### src/rtl/ihcc_pkg.sv
// Shared types and constants for the IPv4 header checksum checker.
package ihcc_pkg;

    // Frame layout
    localparam logic [6:0]  ETH_HDR_LEN    = 7'd14;
    localparam logic [5:0]  IP_MIN_HDR     = 6'd20;
    localparam logic [7:0]  MIN_FRAME_LEN  = 8'd34;
    localparam logic [15:0] ETHERTYPE_IPV4 = 16'h0800;
    localparam logic [6:0]  CHECK_OFFSET   = 7'd10;
    localparam logic [6:0]  POS_MAX        = 7'd127;

    // Depth of the queue between parser and checksum stage
    localparam int QUEUE_DEPTH = 2;

    // Result status codes
    localparam logic [1:0] STATUS_OK    = 2'd0;
    localparam logic [1:0] STATUS_FAIL  = 2'd1;
    localparam logic [1:0] STATUS_TRUNC = 2'd2;

    // One parsed frame, waiting for its checksum to be finished
    typedef struct packed {
        logic [47:0] dest_mac;
        logic [47:0] source_mac;
        logic [31:0] source_ip;
        logic [31:0] dest_ip;
        logic [5:0]  header_length;
        logic [15:0] checksum_stored;
        logic [20:0] word_sum;
        logic        truncated;
    } t_record;

    // Occupancy flags of the queue
    typedef struct packed {
        logic full;
        logic empty;
    } t_q_status;

endpackage

### src/rtl/ihcc_front.sv
// Frame parser: captures header fields and sums IPv4 header words byte by byte.
module ihcc_front (
    input  logic             i_clk,
    input  logic             i_rst_n,
    input  logic             i_accept,
    input  logic [7:0]       i_frame_byte,
    input  logic             i_last_byte,
    output logic             o_wr_en,
    output ihcc_pkg::t_record o_rec
);
    import ihcc_pkg::*;

    logic [6:0]  r_pos,    n_pos;
    logic [15:0] r_type,   n_type;
    logic [5:0]  r_hlen,   n_hlen;
    logic [20:0] r_sum,    n_sum;
    logic [7:0]  r_pend,   n_pend;
    logic [15:0] r_stored, n_stored;
    logic [47:0] r_dmac,   n_dmac;
    logic [47:0] r_smac,   n_smac;
    logic [31:0] r_sip,    n_sip;
    logic [31:0] r_dip,    n_dip;

    logic [6:0] hdr_idx;
    logic [7:0] frame_len;
    logic       qualify;
    logic       truncated;

    // Field capture and header word accumulation for the current byte
    always_comb begin
        n_type   = r_type;
        n_hlen   = r_hlen;
        n_sum    = r_sum;
        n_pend   = r_pend;
        n_stored = r_stored;
        n_dmac   = r_dmac;
        n_smac   = r_smac;
        n_sip    = r_sip;
        n_dip    = r_dip;
        hdr_idx  = r_pos - ETH_HDR_LEN;

        if (r_pos < 7'd6) begin
            n_dmac = {r_dmac[39:0], i_frame_byte};
        end else if (r_pos < 7'd12) begin
            n_smac = {r_smac[39:0], i_frame_byte};
        end else if (r_pos < ETH_HDR_LEN) begin
            n_type = {r_type[7:0], i_frame_byte};
        end else begin
            if (r_pos == ETH_HDR_LEN) begin
                n_hlen = {i_frame_byte[3:0], 2'b00};
            end
            if (hdr_idx < {1'b0, n_hlen}) begin
                // Even offsets open a word, odd offsets close it; the checksum word is skipped
                if (!hdr_idx[0]) begin
                    n_pend = i_frame_byte;
                end else if (hdr_idx != CHECK_OFFSET + 7'd1) begin
                    n_sum = r_sum + {5'b0, r_pend, i_frame_byte};
                end
                if (hdr_idx == CHECK_OFFSET) begin
                    n_stored = {i_frame_byte, r_stored[7:0]};
                end else if (hdr_idx == CHECK_OFFSET + 7'd1) begin
                    n_stored = {r_stored[15:8], i_frame_byte};
                end else if (hdr_idx >= 7'd12 && hdr_idx < 7'd16) begin
                    n_sip = {r_sip[23:0], i_frame_byte};
                end else if (hdr_idx >= 7'd16 && hdr_idx < 7'd20) begin
                    n_dip = {r_dip[23:0], i_frame_byte};
                end
            end
        end

        n_pos = (r_pos != POS_MAX) ? r_pos + 7'd1 : r_pos;
    end

    // Classification at the final byte of a frame
    always_comb begin
        frame_len = {1'b0, r_pos} + 8'd1;
        qualify   = (frame_len >= MIN_FRAME_LEN) && (n_type == ETHERTYPE_IPV4)
                    && (n_hlen >= IP_MIN_HDR);
        truncated = frame_len < ({1'b0, ETH_HDR_LEN} + {2'b00, n_hlen});

        o_wr_en               = i_accept && i_last_byte && qualify;
        o_rec.dest_mac        = n_dmac;
        o_rec.source_mac      = n_smac;
        o_rec.source_ip       = n_sip;
        o_rec.dest_ip         = n_dip;
        o_rec.header_length   = n_hlen;
        o_rec.checksum_stored = n_stored;
        o_rec.word_sum        = n_sum;
        o_rec.truncated       = truncated;
    end

    // Per-frame state returns to zero after every final byte
    always_ff @(posedge i_clk) begin
        if (!i_rst_n || (i_accept && i_last_byte)) begin
            r_pos    <= '0;
            r_type   <= '0;
            r_hlen   <= '0;
            r_sum    <= '0;
            r_pend   <= '0;
            r_stored <= '0;
            r_dmac   <= '0;
            r_smac   <= '0;
            r_sip    <= '0;
            r_dip    <= '0;
        end else if (i_accept) begin
            r_pos    <= n_pos;
            r_type   <= n_type;
            r_hlen   <= n_hlen;
            r_sum    <= n_sum;
            r_pend   <= n_pend;
            r_stored <= n_stored;
            r_dmac   <= n_dmac;
            r_smac   <= n_smac;
            r_sip    <= n_sip;
            r_dip    <= n_dip;
        end
    end

endmodule

### config.mk
export PLATFORM = sky130hd
export DESIGN_NAME = ihcc_front
export DESIGN_NICKNAME = d
export VERILOG_FILES = /design/src/rtl/ihcc_pkg.sv /design/src/rtl/ihcc_front.sv
export SDC_FILE = /design/constraint.sdc
export NUM_CORES = 1
export LEC_CHECK = 0
export ABC_AREA = 1
export BUFFER_PORTS_ARGS = -buffer_cell sky130_fd_sc_hd__buf_4
export CAP_MARGIN = 20
export CORE_MARGIN = 5
export CORE_UTILIZATION = 45
export CTS_CLUSTER_DIAMETER = 80
export CTS_CLUSTER_SIZE = 12
export DETAILED_ROUTE_END_ITERATION = 6
export PLACE_DENSITY = 0.74
export SYNTH_ARGS = -nofsm -noshare
export SYNTH_HDL_FRONTEND = slang
export SYNTH_SLANG_ARGS = --single-unit
### constraint.sdc
create_clock -name i_clk -period 8.8 [get_ports i_clk]
set_input_delay 0.88 -clock i_clk [delete_from_list [all_inputs] [get_ports i_clk]]
set_output_delay 0.88 -clock i_clk [all_outputs]
set_load 0.02 [all_outputs]
==> out/summary.txt, run 1 <==
status - complete, no violations
Syn Std Cell Area - 13400 µm²
r2r startpoint - r_pos[2]$_SDFFE_PP0P_
# port buffers - 216
final hold viol count - 0
Row Count - 63
Worst Setup EP - o_rec[102]
Setup Fix Bufs, Post-CTS - 0
slew at the pin closest to its max-slew limit - 1090 ps
initial antenna violation count - 0
# placed instances - 2643
routability cong. - 0.908
RSZ-0062 raised after global routing - false
Ports - 217
slowest cell on the critical path - nand2_1
vias in the first global route - 12100
Area Growth Syn to Fin - 17.3%
pre-CTS WS - 3800 ps
worst hold margin - 482 ps
post_cts resized - 0
Max Cap Viol - 0
Non-Filler Instances - 2671
Clock Latency Late Sink - 520 ps
WL final - 37800 µm
FF+latch count, synth - 234
Worst R2R Path Depth - 16
Setup Skew - 13.0 ps
gr ovfl total - 0
setup ws final - 3160 ps
CP required - 7920 ps
average size of a mapped cell - 6.23 µm²
most numerous cell on the critical path - nand2_1
core area - 29500 µm²
final setup fails - 0
Final Max Tran Viols - 0
f_max - 177 MHz
register area share after synthesis - 0.350
number of filler cells placed in the layout - 2969
TritonCTS buffer count - 23
Cell Chain, Critical Path - ha_1, nand2_1, nor2_1, nand2_1, o21ai_0, ha_1, a21oi_1, o211ai_1, inv_2, nand2_2, inv_2, nand2_1, nand2_1, nand2_1, buf_4
Root Buffer - clkbuf_16
antenna cells - 0
Worst setup startpoint - r_pos[2]$_SDFFE_PP0P_
CP delay by family, top - simple AND/OR/NAND/NOR gates
CP arrival - 4760 ps
synth warn - 0
clock-pin slew of the registers on the worst-case setup and hold paths - 70 ps
GRT Resource Usage Total - 0.214
library cells used by synthesis - 38
# DRC - 0
final net count - 2326
via count of the routed design - 13600
Gate Count Post-Synth - 2151
Initial Util - 0.454
number of vias per cell - 5.10
detailed placer's ending HPWL - 25900 µm
# H-tree levels - 1
Routed Antenna Nets - 0
Critical Path Source Type - flip-flop
largest net degree at the start of global routing - 182
CTS Buffer Depth - 3
Tcrit/Tclk final - 0.641
Max FO, Critical Path - 43
mean routed wirelength per cell - 14.2 µm
Pre-antenna DRT Iters - 5
Setup TNS Final - 0 ps
WP buf/inv - 3
1st-iter DRT viols - 1063
slew margin rel. - 0.274
Die ar. - 33300 µm²
DIE WIDTH - 183 µm
Pwr per Cell Area - 162 nW/µm²
Critical Setup Path Class - flip-flop to output pin
clock sink count - 234
reg2reg end - r_sip[23]$_SDFFE_PP0P_
layout cell share with drive strength beyond 1 - 0.125
Die H - 183 µm
Total Power - 2.54 mW
Stages on worst setup path - 15
Syn Nets - 2198
CTS tree - built
# hold bufs at CTS - 0
worst reg-to-reg setup slack - 4430 ps
worst hold path class - flip-flop to flip-flop
Crit. End Element - output pin
CP peak stage delay - 750 ps
Lkg Pwr - 8.60 nW
first-pass GRT wire length - 60200 µm
maximum VDD drop - 0.150 mV
fin crit period - 5640 ps
-- cell usage in the layout (no fill, tap or decap), drive strengths merged, types with 4 or more instances in the layout --
cell and instances:
inv 427, buf 226, dfxtp 234, o211ai 16, clkbuf 25, nand3 108
nor3 5, ha 34, nand2 453, mux2i 4, nand4 12, nor2 162
xor2 15, o21ai 368, a21oi 178
-- per-layer routing --
layer  GRT usage  share of wire  vias up
met4      0.0660          0.033        0
met2       0.365           0.47      371
met1       0.270           0.43     6174
li1            -              -     7005
met5           0              0        -
met3      0.0456          0.072       65
-- metrics by stage --
step / util / area (µm²)
2_1_floorplan: - / 13400
3_3_place_gp: 0.512 / 15100
3_5_place_dp: 0.512 / 15100
4_1_cts: 0.532 / 15700
5_1_grt: 0.533 / 15700
6_report: 0.533 / 15700
-- synth_stat cells (all sizes together) --
cell type	count	share of area
xor2	15	0.0098
and2	1	0.00047
xnor2	2	0.0013
a211oi	1	0.00056
nor2	162	0.047
nand4	12	0.0056
a21oi	178	0.067
a31oi	1	0.00047
nand2	453	0.13
o21a	1	0.00056
fa	1	0.0015
buf	22	0.0095
o21ai	368	0.14
a21o	2	0.0011
dfxtp	234	0.35
mux2i	4	0.0030
clkbuf	101	0.028
a21boi	1	0.00056
nor4	1	0.0016
ha	34	0.032
inv	426	0.12
nand3	108	0.041
o211ai	16	0.0090
or2	2	0.00093
nor3	5	0.0031
-- sequential cells by signal, indices dropped and copies added (netlist names) --
signal / cells
r_sum: 21
r_smac: 48
r_hlen: 6
r_stored: 16
r_dip: 32
r_type: 16
r_sip: 32
r_pos: 7
r_pend: 8
r_dmac: 48
-- worst min path at each step --
| stage | cells after the start | slack (ps) | startpoint | end |
|---|---|---|---|---|
| after detailed placement | 2 | 460 | r_type[10]$_SDFFE_PP0P_ | r_type[10]$_SDFFE_PP0P_ |
| after global routing | 2 | 500 | r_hlen[1]$_SDFFE_PP0P_ | r_hlen[1]$_SDFFE_PP0P_ |
| after floorplan | 2 | 440 | r_hlen[1]$_SDFFE_PP0P_ | r_hlen[1]$_SDFFE_PP0P_ |
| final | 2 | 480 | r_type[10]$_SDFFE_PP0P_ | r_type[10]$_SDFFE_PP0P_ |
| after global placement | 2 | 460 | r_type[15]$_SDFFE_PP0P_ | r_type[15]$_SDFFE_PP0P_ |
| after CTS | 2 | 480 | r_hlen[1]$_SDFFE_PP0P_ | r_hlen[1]$_SDFFE_PP0P_ |
-- power by group --
part	internal (mW)	leakage, nW	total [mW]	switching [mW]
Combinational	0.175	6.38	0.515	0.340
Sequential	1.11	1.92	1.15	0.0343
Clock	0.473	0.300	0.879	0.405
-- worst reg2reg max path, stage by stage (launching register included) --
cell and delay, ps:
dfxtp_1 460, ha_1 240, nand2_1 150, nor2_1 140, nand2_1 230, o21ai_0 360
ha_1 310, a21oi_1 140, o211ai_1 110, inv_2 80, nand2_2 160, inv_2 570
nand2_1 760, nand2_1 290, nand3_1 120, nand2_1 110, inv_1 40
-- logic make-up (layout without fill, tap and decap cells) --
| kind of cell | after synthesis | in the layout | synth area share |
|---|---|---|---|
| and+or+nand+nor | 744 | 744 | 0.228 |
| AOI/OAI and AO/OA | 568 | 568 | 0.218 |
| buffers and inverters | 549 | 679 | 0.157 |
| DFF | 234 | 234 | 0.350 |
| adders and majority gates | 35 | 35 | 0.0333 |
| xor gates and xnor gates | 17 | 17 | 0.0111 |
| muxes | 4 | 4 | 0.00299 |
-- final cells by class --
| cell class | count | area (µm²) | share of cell area |
|---|---|---|---|
| Sequential cell | 234 | 4680 | 0.298 |
| Multi-Input combinational cell | 1368 | 6620 | 0.421 |
| Clock inverter | 2 | 13.8 | 0.000876 |
| Timing Repair Buffer | 226 | 1720 | 0.109 |
| Clock buffer | 25 | 593 | 0.0377 |
| Inverter | 426 | 1600 | 0.102 |
| Tap cell | 390 | 488 | 0.0310 |
No activity file was read; power rests on OpenSTA's default activity.
==> inputs of run 2 (changes only) <==
Clock period 8.8 ns to 5.31 ns, I/O delays scaled along.
==> run 2 against run 1 <==
Net effect:
- sequential cell count is the same
- critical endpoint is now o_rec[46]
- clock-buffer cell count down 2
- final cell count is 0.15% higher
- sequential power rose by 65%
- routed wire length is 0.26% higher
- critical path type unchanged
- sequential share of layout area shrank 0.071 points
- setup slack worse by 2400 ps
- via count down 0.34%
==> out/summary.txt, run 2 (synthesis gave the netlist of run 1 again) <==
Area Growth Syn to Fin - 17.6%
largest net degree at the start of global routing - 112
Pwr per Cell Area - 267 nW/µm²
Ports - 217
# H-tree levels - 1
Worst setup startpoint - r_pos[2]$_SDFFE_PP0P_
Lkg Pwr - 8.63 nW
gr ovfl total - 0
clock-pin slew of the registers on the worst-case setup and hold paths - 60 ps
Pre-antenna DRT Iters - 5
Row Count - 63
TritonCTS buffer count - 23
1st-iter DRT viols - 1096
number of filler cells placed in the layout - 3007
Critical Setup Path Class - flip-flop to output pin
core area - 29500 µm²
Setup Skew - 7.83 ps
CP required - 4780 ps
# hold bufs at CTS - 0
post_cts resized - 0
most frequent cells in the layout - nand2_1, inv_1, o21ai_0, dfxtp_1, buf_4
Worst R2R Path Depth - 16
Clock Latency Late Sink - 520 ps
routability cong. - 0.907
WL final - 37900 µm
worst hold path class - input port to flip-flop
CP arrival - 3990 ps
f_max - 221 MHz
Gate power share - 0.205
layout cell share with drive strength beyond 1 - 0.127
Cell Chain, Critical Path - ha_1, nand2_1, nor2_1, nand2_1, o21ai_0, inv_1, ha_1, nand3_1, nor2_1, nand2_1, nand2_2, nor2_4, buf_4, nand2_1, o21ai_1, buf_4
Tcrit/Tclk final - 0.851
status - complete, no violations
Stages on worst setup path - 16
Die H - 183 µm
commonest non-fill, non-tap cell in the layout - nand2_1
biggest registers after layout - r_dmac: 48 flops, r_smac: 48 flops
sequential share of power - 0.453
CTS tree - built
number of vias per cell - 5.07
initial antenna violation count - 0
detailed placer's ending HPWL - 26000 µm
CP peak stage delay - 500 ps
Setup Fix Bufs, Post-CTS - 0
Initial Util - 0.454
Worst Setup EP - o_rec[46]
reg2reg end - r_dip[30]$_SDFFE_PP0P_
GRT Resource Usage Total - 0.218
mean routed wirelength per cell - 14.2 µm
RSZ-0062 raised after global routing - false
vias in the first global route - 12200
via count of the routed design - 13600
final setup fails - 0
WP buf/inv - 3
Routed Antenna Nets - 0
Die ar. - 33300 µm²
Total Power - 4.20 mW
Final Max Tran Viols - 0
sw frac - 0.308
most numerous cell on the critical path - nand2_1
clock share of power - 0.342
Crit. End Element - output pin
Switch Pwr - 1.29 mW
final hold viol count - 0
# port buffers - 216
DIE WIDTH - 183 µm
CP delay by family, top - simple AND/OR/NAND/NOR gates
# DRC - 0
maximum VDD drop - 0.234 mV
Critical Path Source Type - flip-flop
Max Cap Viol - 0
worst reg-to-reg setup slack - 1780 ps
Max FO, Critical Path - 64
Setup TNS Final - 0 ps
fin crit period - 4520 ps
Cell Int Power - 2.91 mW
slew at the pin closest to its max-slew limit - 1050 ps
antenna cells - 0
slew margin rel. - 0.302
CTS Buffer Depth - 3
first-pass GRT wire length - 61500 µm
r2r startpoint - r_pos[2]$_SDFFE_PP0P_
final net count - 2331
slowest cell on the critical path - buf_4
Root Buffer - clkbuf_16
clock sink count - 234
run 2: worst min-delay path by stage:
stage	startpoint	endpoint	slack [ps]	depth (start not counted)
2_1_floorplan	r_hlen[1]$_SDFFE_PP0P_	r_hlen[1]$_SDFFE_PP0P_	440	2
3_3_place_gp	r_type[15]$_SDFFE_PP0P_	r_type[15]$_SDFFE_PP0P_	460	2
3_5_place_dp	r_type[8]$_SDFFE_PP0P_	r_type[8]$_SDFFE_PP0P_	460	2
4_1_cts	i_rst_n	r_stored[12]$_SDFFE_PP0P_	430	5
5_1_grt	i_rst_n	r_stored[12]$_SDFFE_PP0P_	470	5
6_report	i_frame_byte[7]	r_dip[7]$_SDFFE_PP0P_	440	5
run 2: layer usage:
metal  wire, µm  share of wire  GRT usage
met1      16500           0.44      0.284
met2      18000           0.47      0.372
met3       2510          0.066     0.0407
met4        935          0.025     0.0528
met5          0              0          0
run 2: stage by stage:
step,hold WS [ps],cells,setup WS [ps],util,cell area (µm²)
detailed placement,462,2647,1420,0.513,15100
global route,466,2675,405,0.534,15800
global placement,456,2647,1610,0.513,15100
CTS,429,2673,844,0.533,15700
floorplan,443,2151,1860,-,13400
finish,444,2675,793,0.534,15800
run 2: area by class of cell:
class,count,area [µm²],share of cell area
well taps,390,488,0.0310
flip-flops and latches,234,4680,0.297
clock inverters,3,18.8,0.00119
repair buffers,231,1770,0.112
inverters,426,1600,0.102
clock buffers,23,576,0.0365
multi-input cells,1368,6620,0.420
run 2: power by group through the flow:
stage,combinational [mW],clock [mW],sequential (mW)
6_report,0.861,1.44,1.90
5_1_grt,0.959,1.54,1.91
4_1_cts,0.859,1.49,1.90
3_5_place_dp,0.855,0,1.94
3_3_place_gp,0.839,0,1.94
2_1_floorplan,0.567,0,1.93
run 2: tightest hold or removal path: cells and delay by family:
kind | cells | cell delay [ps]
AND/OR/NAND/NOR | 1 | 60
buffers and inverters | 2 | 180
AO/OA/AOI/OAI | 2 | 160
==> inputs of run 3 (changes only) <==
Settings changed: BUFFER_PORTS_ARGS -buffer_cell sky130_fd_sc_hd__buf_4 to -buffer_cell sky130_fd_sc_hd__buf_2.
==> run 3 against run 2 <==
Net effect:
- sequential cell count is the same
- largest cell class unchanged
- clock-buffer cell count is the same
- sequential share of layout area grew 1.1 points
==> out/summary.txt, run 3 (synthesis gave the netlist of run 1 again) <==
Die H - 183 µm
max layer used - met4
Tcrit/Tclk final - 0.836
initial antenna violation count - 0
Ports - 217
Root Buffer - clkbuf_16
vias in the first global route - 11800
largest net degree at the start of global routing - 218
antenna cells - 0
Finished Cell Area - 15200 µm²
Routed met3 length - 2310 µm
Area Growth Syn to Fin - 13.3%
status - complete, no violations
most numerous cell on the critical path - nand2_1
sequential share of power - 0.461
clock-pin slew of the registers on the worst-case setup and hold paths - 70 ps
met1 WL - 16200 µm
routability cong. - 0.909
CP required - 4780 ps
Cell Int Power - 2.85 mW
maximum VDD drop - 0.240 mV
slowest cell on the critical path - buf_4
clock sink count - 234
Critical Setup Path Class - flip-flop to output pin
gr ovfl total - 0
Total Power - 4.13 mW
Max FO, Critical Path - 64
WP buf/inv - 3
number of filler cells placed in the layout - 3017
WL met2 - 16800 µm
final setup fails - 0
# DRC - 0
Initial Util - 0.454
number of vias per cell - 4.99
# H-tree levels - 1
most frequent cells in the layout - nand2_1, inv_1, o21ai_0, dfxtp_1, buf_2
Cell Chain, Critical Path - ha_1, nand2_1, nor2_1, nand2_1, o21ai_0, ha_1, a21oi_1, o211ai_1, inv_2, nand2_2, nor2_4, buf_4, nand2_1, o21ai_1, buf_2
Switch Pwr - 1.28 mW
via count of the routed design - 13300
sw frac - 0.310
GRT Resource Usage Total - 0.212
mean routed wirelength per cell - 13.8 µm
Row Count - 63
layout cell share with drive strength beyond 1 - 0.125
Setup TNS Final - 0 ps
detailed placer's ending HPWL - 25000 µm
Critical Path Source Type - flip-flop
Post-DP Area - 14600 µm²
Max Cap Viol - 0
commonest non-fill, non-tap cell in the layout - nand2_1
Routed Antenna Nets - 0
biggest registers after layout - r_dmac: 48 flops, r_smac: 48 flops
post_cts resized - 0
CP peak stage delay - 480 ps
# port buffers - 216
TritonCTS buffer count - 23
1st-iter DRT viols - 1083
WL final - 36700 µm
CTS tree - built
RSZ-0062 raised after global routing - false
Setup Skew - 13.3 ps
Gate power share - 0.191
CP arrival - 3910 ps
Crit. End Element - output pin
fin crit period - 4440 ps
slew margin rel. - 0.319
Die ar. - 33300 µm²
worst hold path class - input port to flip-flop
core area - 29500 µm²
# hold bufs at CTS - 0
CTS Buffer Depth - 3
final hold viol count - 0
Setup Fix Bufs, Post-CTS - 0
Clock Latency Late Sink - 520 ps
slew at the pin closest to its max-slew limit - 1020 ps
final net count - 2327
Final Max Tran Viols - 0
first-pass GRT wire length - 59400 µm
Pwr per Cell Area - 272 nW/µm²
DIE WIDTH - 183 µm
Pre-antenna DRT Iters - 6
CP delay by family, top - simple AND/OR/NAND/NOR gates
clock share of power - 0.348
f_max - 225 MHz
Lkg Pwr - 8.56 nW
## run 3: changes by cell type in the layout (fill, tap and decap cells not counted), sizes merged
| cell | previous run | this run |
|---|---|---|
| buf | 231 | 227 |
| clkinv | 2 | 1 |
## run 3: worst min-delay path: cells and delay by family
kind	cells	cell delay, ps
AOI/OAI and AO/OA	1	70
buffers and inverters	2	150
and+or+nand+nor	2	140
## run 3: final timing paths
kind | from | endpoint | slack [ps] | cells past startpoint
worst max-delay path | r_pos[2]$_SDFFE_PP0P_ | o_rec[64] | 870 | 15
worst min-delay path | i_rst_n | r_dmac[45]$_SDFFE_PP0P_ | 420 | 5
worst max register to register | r_pos[2]$_SDFFE_PP0P_ | r_dip[18]$_SDFFE_PP0P_ | 1860 | 15
worst min register to register | r_hlen[0]$_SDFFE_PP0P_ | r_hlen[0]$_SDFFE_PP0P_ | 470 | 2
## run 3: per-layer routing
metal / vias to the layer above / track usage
li1: 7012 / -
met1: 5886 / 0.278
met5: - / 0
met3: 72 / 0.0369
met2: 361 / 0.353
met4: 0 / 0.0718
## run 3: power groups by stage
stage	Combinational [mW]	Sequential (mW)	Clock [mW]
2_1_floorplan	0.567	1.93	0
3_5_place_dp	0.789	1.94	0
4_1_cts	0.792	1.90	1.47
5_1_grt	0.885	1.91	1.54
3_3_place_gp	0.776	1.94	0
6_report	0.788	1.90	1.43
## run 3: layout make-up
type / instances / area (µm²) / share of cell area
clock buffers: 23 / 576 / 0.0379
inverters: 426 / 1600 / 0.106
flip-flops and latches: 234 / 4680 / 0.309
repair buffers: 227 / 1190 / 0.0785
multi-input cells: 1368 / 6620 / 0.436
clock inverters: 2 / 17.5 / 0.00115
well taps: 390 / 488 / 0.0321
## run 3: stage by stage
stage / worst slack (ps) / hold WS, ps / utilization / cells
floorplan: 1860 / 443 / - / 2151
global placement: 1590 / 456 / 0.495 / 2645
detailed placement: 1460 / 460 / 0.495 / 2645
CTS: 867 / 400 / 0.515 / 2670
global route: 452 / 425 / 0.515 / 2670
finish: 871 / 419 / 0.515 / 2670
